## config.mk

```make
export PLATFORM = sky130hd
export DESIGN_NAME = gha_ram
export DESIGN_NICKNAME = d
export VERILOG_FILES = /design/src/rtl/core/assert_macros.svh /design/src/rtl/core/gha_pkg.sv /design/src/rtl/core/gha_ram.sv
export SDC_FILE = /design/constraint.sdc
export NUM_CORES = 2
export LEC_CHECK = 0
export BUFFER_PORTS_ARGS = -buffer_cell sky130_fd_sc_hd__buf_2
export CAP_MARGIN = 40
export CORE_MARGIN = 10
export CORE_UTILIZATION = 55
export DETAILED_ROUTE_END_ITERATION = 7
export PLACE_DENSITY = 0.67
export SYNTH_ARGS = -nofsm -noshare
export SYNTH_HDL_FRONTEND = slang
export SYNTH_SLANG_ARGS = --single-unit
```

## constraint.sdc

```tcl
create_clock -name clk -period 3.6 [get_ports clk]
set_input_delay 0.72 -clock clk [delete_from_list [all_inputs] [get_ports clk]]
set_output_delay 0.72 -clock clk [all_outputs]
set_load 0.01 [all_outputs]
```

## src/rtl/core/assert_macros.svh

```systemverilog
// Assertion macros shared by the allocator RTL.
// Expects signals clk and rst_n in the including scope.
`ifndef ASSERT_MACROS_SVH
`define ASSERT_MACROS_SVH

// Property that must hold at every clock edge out of reset
`define ASSERT_ALWAYS(label, expr, msg) \
    label: assert property (@(posedge clk) disable iff (!rst_n) (expr)) else $error(msg);

// Antecedent in this cycle implies consequent in the next cycle
`define ASSERT_NEXT(label, ante, cons, msg) \
    label: assert property (@(posedge clk) disable iff (!rst_n) \
        (ante) |=> (cons)) else $error(msg);

`endif

```

## src/rtl/core/gha_pkg.sv

```systemverilog
// Package for the generational handle allocator: port widths, opcodes,
// status codes and parameter defaults. No dependencies.
`default_nettype none

package gha_pkg;

    // Parameter defaults
    localparam int MAX_ENTITIES_DEF = 256;
    localparam int GEN_BITS_DEF     = 16;

    // Fixed port widths
    localparam int OPCODE_W = 2;
    localparam int HIDX_W   = 8;
    localparam int HGEN_W   = 16;
    localparam int STATUS_W = 2;
    localparam int ALIVE_W  = 9;

    typedef logic [OPCODE_W-1:0] opcode_t;
    typedef logic [STATUS_W-1:0] status_t;

    // Request opcodes
    localparam opcode_t OP_CREATE         = 2'd0;
    localparam opcode_t OP_DESTROY_HANDLE = 2'd1;
    localparam opcode_t OP_DESTROY_INDEX  = 2'd2;

    // Result status codes
    localparam status_t STATUS_DONE    = 2'd0;
    localparam status_t STATUS_IGNORED = 2'd1;
    localparam status_t STATUS_FULL    = 2'd2;

endpackage

`default_nettype wire

```

## src/rtl/core/gha_ram.sv

```systemverilog
// Simple dual-port synchronous RAM: one write port, one read port with a
// registered read. Defaults come from gha_pkg.
`default_nettype none

module gha_ram #(
    parameter int DEPTH = gha_pkg::MAX_ENTITIES_DEF,
    parameter int WIDTH = gha_pkg::HIDX_W
) (
    input  wire logic                                   clk,
    input  wire logic                                   wr_en,
    input  wire logic [((DEPTH > 1) ? $clog2(DEPTH) : 1)-1:0] wr_addr,
    input  wire logic [WIDTH-1:0]                       wr_data,
    input  wire logic                                   rd_en,
    input  wire logic [((DEPTH > 1) ? $clog2(DEPTH) : 1)-1:0] rd_addr,
    output logic      [WIDTH-1:0]                       rd_data
);

    logic [WIDTH-1:0] mem [DEPTH];
    logic [WIDTH-1:0] rd_data_reg;

    // Write port
    always_ff @(posedge clk)
    begin
        if (wr_en)
        begin
            mem[wr_addr] <= wr_data;
        end
    end

    // Registered read port
    always_ff @(posedge clk)
    begin
        if (rd_en)
        begin
            rd_data_reg <= mem[rd_addr];
        end
    end

    assign rd_data = rd_data_reg;

endmodule

`default_nettype wire

```

==> summary.md <==
| Metric | Value |
|---|---|
| Slew at the pin with the worst max-slew slack | 1.03 ns |
| Run status | finished, final reports clean |
| Switch Pwr | 10.5 mW |
| IO buf count | 34 |
| Power Internal | 38.9 mW |
| Critical path class | in2reg |
| Part of the cycle the worst path needs | 85.5% |
| Area of the placeable core | 144,000 sq um |
| Hold/Removal Path Class | in2reg |
| Syn Nets | 3,760 |
| Maximum resistive drop on vdd | 521 uV |
| Avg Cell Area, Syn | 21.3 sq um |
| Initial antenna violation count | 12 |
| Drt drc | 0 |
| Post-synth EDFFs | 2,056 |
| Worst EP arrival | 3.63 ns |
| Post-detailed-placement half-perimeter wirelength | 124,000 um |
| Final ANT Viol Nets | 0 |
| Vias after detailed routing | 40,500 |
| Placer congestion estimate | 0.890 |
| Post-cts gate resize count | 0 |
| Clock network fraction of total power | 41.4% |
| Count of cells along the worst register-to-register path | 7 |
| P_leak | 29.5 nW |
| Share of final-layout standard cells stronger than drive strength 1 | 29.4% |
| Maximum clock skew at final layout | 0.0461 ns |
| Nets | 4,287 |
| Post-layout minimum cycle time | 3.08 ns |
| Number of primary I/O pins | 35 |
| Final setup margin | 0.521 ns |
| Share of async-settable or async-resettable flops after synthesis | 0% |
| Total of max-cap violations | 0 |
| Total CTS buffers | 199 |
| Sequential element share of the synthesized area | 77.5% |
| Headroom to the max-slew limit | 31.6% |
| Number of buffers inserted by hold repair at cts | 0 |
| Power per unit of standard cell area | 538 nW/um^2 |
| Pre-antenna DRT Iters | 6 |
| Sequential cell fraction of total power | 53.5% |
| Instance count after placement with tap cells included | 5,962 |
| Clk slew on worst S/H paths | 0.07 ns |
| Non-filler instance count after layout | 6,337 |
| Horizontal extent of the die | 401 um |
| Floorplan die area | 160,000 sq um |
| Required time at the worst-slack endpoint | 4.15 ns |
| Endpoint kind of the worst setup timing path | flip-flop |
| Final hold slack | 0.323 ns |
| GR Util All Layers | 24.2% |
| Hold Path Stages | 1 |
| Die span in y | 401 um |
| Number of synthesized register bits | 2,056 |
| TritonCTS clock tree | built |
| GR Overflow Total | 0 |
| Synth cell types | 54 |
| Switch share | 21.3% |
| Setup-failing EPs final | 0 |
| Wire length after detailed routing | 195,000 um |
| Clock tree root buffer cell | clkbuf_16 |
| Drt initial violations | 4,914 |
| Number of post-CTS setup repair buffers | 0 |
| Bufs on Longest Clock Path | 3 |
| Global-route wire length before repair | 286,000 um |
| Vias per inst | 6.39 |
| Number of instances in the synthesized netlist | 3,733 |
| Clock latency of the later-clocked register in the worst-skew pair | 0.84 ns |
| Maximum achievable frequency | 0.325 GHz |
| Number of warning messages in the yosys log | 0 |
| Via count of the first global-routing pass | 41,000 |
| Max reg flops | 2,048 |
| Synthesized cell area | 79,600 sq um |
| Max-slew violation count | 0 |
| RSZ-0062 raised after global routing | false |
| Largest net degree at the start of global routing | 138 |
| Max H-tree Level | 4 |
| Combinational share of power | 5.1% |
| Syn-to-layout area delta | 15.4% |
| Ys flop type | edfxtp_1 |
| Std-Cell Rows | 139 |
| Initial standard-cell utilization of the core | 55.4% |
| Worst-path fanout max | 20 |
| Number of sinks handled by clock tree synthesis | 2,056 |
| Final hold viol count | 0 |
| Startpoint type of the worst setup path | input pin |
| Average wire per cell in the routed design | 30.7 um |
| Post-placement setup slack | -0.245 ns |
## per-stage QoR
stage / setup TNS, ns / cell area [sq um] / utilization (%) / power [mW]
after detailed placement: -0.980 / 85400 / 59.5 / 29.5
after floorplan: 0 / 79600 / - / 28.2
after global placement: -2.55 / 85400 / 59.4 / 29.4
final: 0 / 91900 / 64.0 / 49.4
after CTS: 0 / 91900 / 63.9 / 49.7
after global routing: 0 / 91900 / 63.9 / 50.8
## cell type report
class	count	area, sq um
repair buffers	559	4820
fillers	9641	51800
clock inverters	118	1200
diodes	5	12.5
multi-input cells	1442	16500
well taps	1903	2380
inverters	2	7.51
flip-flops and latches	2056	61700
clock buffers	252	5220
## power groups by stage
stage	sequential [mW]	clock (mW)	combinational (mW)
2_1_floorplan	26.9	0	1.28
3_3_place_gp	26.9	0	2.49
3_5_place_dp	26.9	0	2.53
4_1_cts	26.4	20.8	2.54
5_1_grt	26.4	21.8	2.66
6_report	26.4	20.5	2.53
## final timing paths
path,startpoint,to,slack [ns]
setup / recovery,rd_addr[0],rd_data[1],0.52
hold / removal,rd_en,rd_data[2],0.32
setup reg to reg,mem[83][3],rd_data[3],0.69
hold reg to reg,mem[52][0],rd_data[0],1.21
## placed cells by master, fill, tap and decap left out, types with 6 or more instances in the layout
master / instances
nor3_1: 22
buf_12: 49
o22ai_1: 28
edfxtp_1: 2056
nor4_1: 24
a211oi_1: 16
clkbuf_16: 201
a221oi_1: 13
buf_4: 477
nor2_1: 279
a22oi_1: 133
o221ai_1: 46
a21oi_1: 96
clkinv_2: 33
clkinv_1: 49
buf_2: 23
nand2_1: 33
and2_1: 6
nand3_1: 34
nand2b_1: 8
o21ai_0: 10
nand4_1: 10
o211ai_1: 10
mux4_2: 454
a22o_1: 8
mux2i_1: 134
buf_8: 6
bufinv_16: 17
clkbuf_1: 51
nor2b_1: 28
## cells by family after synthesis
group,share of synthesized area [%]
AO/OA/AOI/OAI,3.42
buffers and inverters,1.83
flip-flops,77.5
multiplexers,14.6
AND/OR/NAND/NOR,2.63
## critical path, cell delays in order
cell,delay (ns)
buf_8,0.14
buf_12,0.22
buf_12,0.23
buf_4,0.19
buf_4,0.20
mux2i_1,0.26
o221ai_1,0.16
a21oi_1,0.28
a21oi_1,0.23
nor3_1,0.82
nor4_1,0.12
## synth_stat cells (all sizes together) (28+ instances only)
| cell type | instances | area share [%] |
|---|---|---|
| edfxtp | 2056 | 78 |
| mux4 | 456 | 13 |
| nand3 | 34 | 0.21 |
| a21oi | 96 | 0.60 |
| mux2i | 134 | 1.7 |
| a22oi | 133 | 1.3 |
| o221ai | 47 | 0.52 |
| nand2 | 33 | 0.16 |
| nor2 | 282 | 1.3 |
| clkbuf | 111 | 0.52 |
| nor2b | 31 | 0.24 |
| buf | 122 | 1.3 |
| o22ai | 28 | 0.22 |
## per-layer routing
metal  vias up  GRT usage [%]  wire (um)
met3       319           4.90      17500
met5         -              0         75
li1      16800              -          -
met4        12           7.53       5940
met2      1928           38.2      94200
met1     21400           34.2      76900
(Power assumes the default switching activity.)
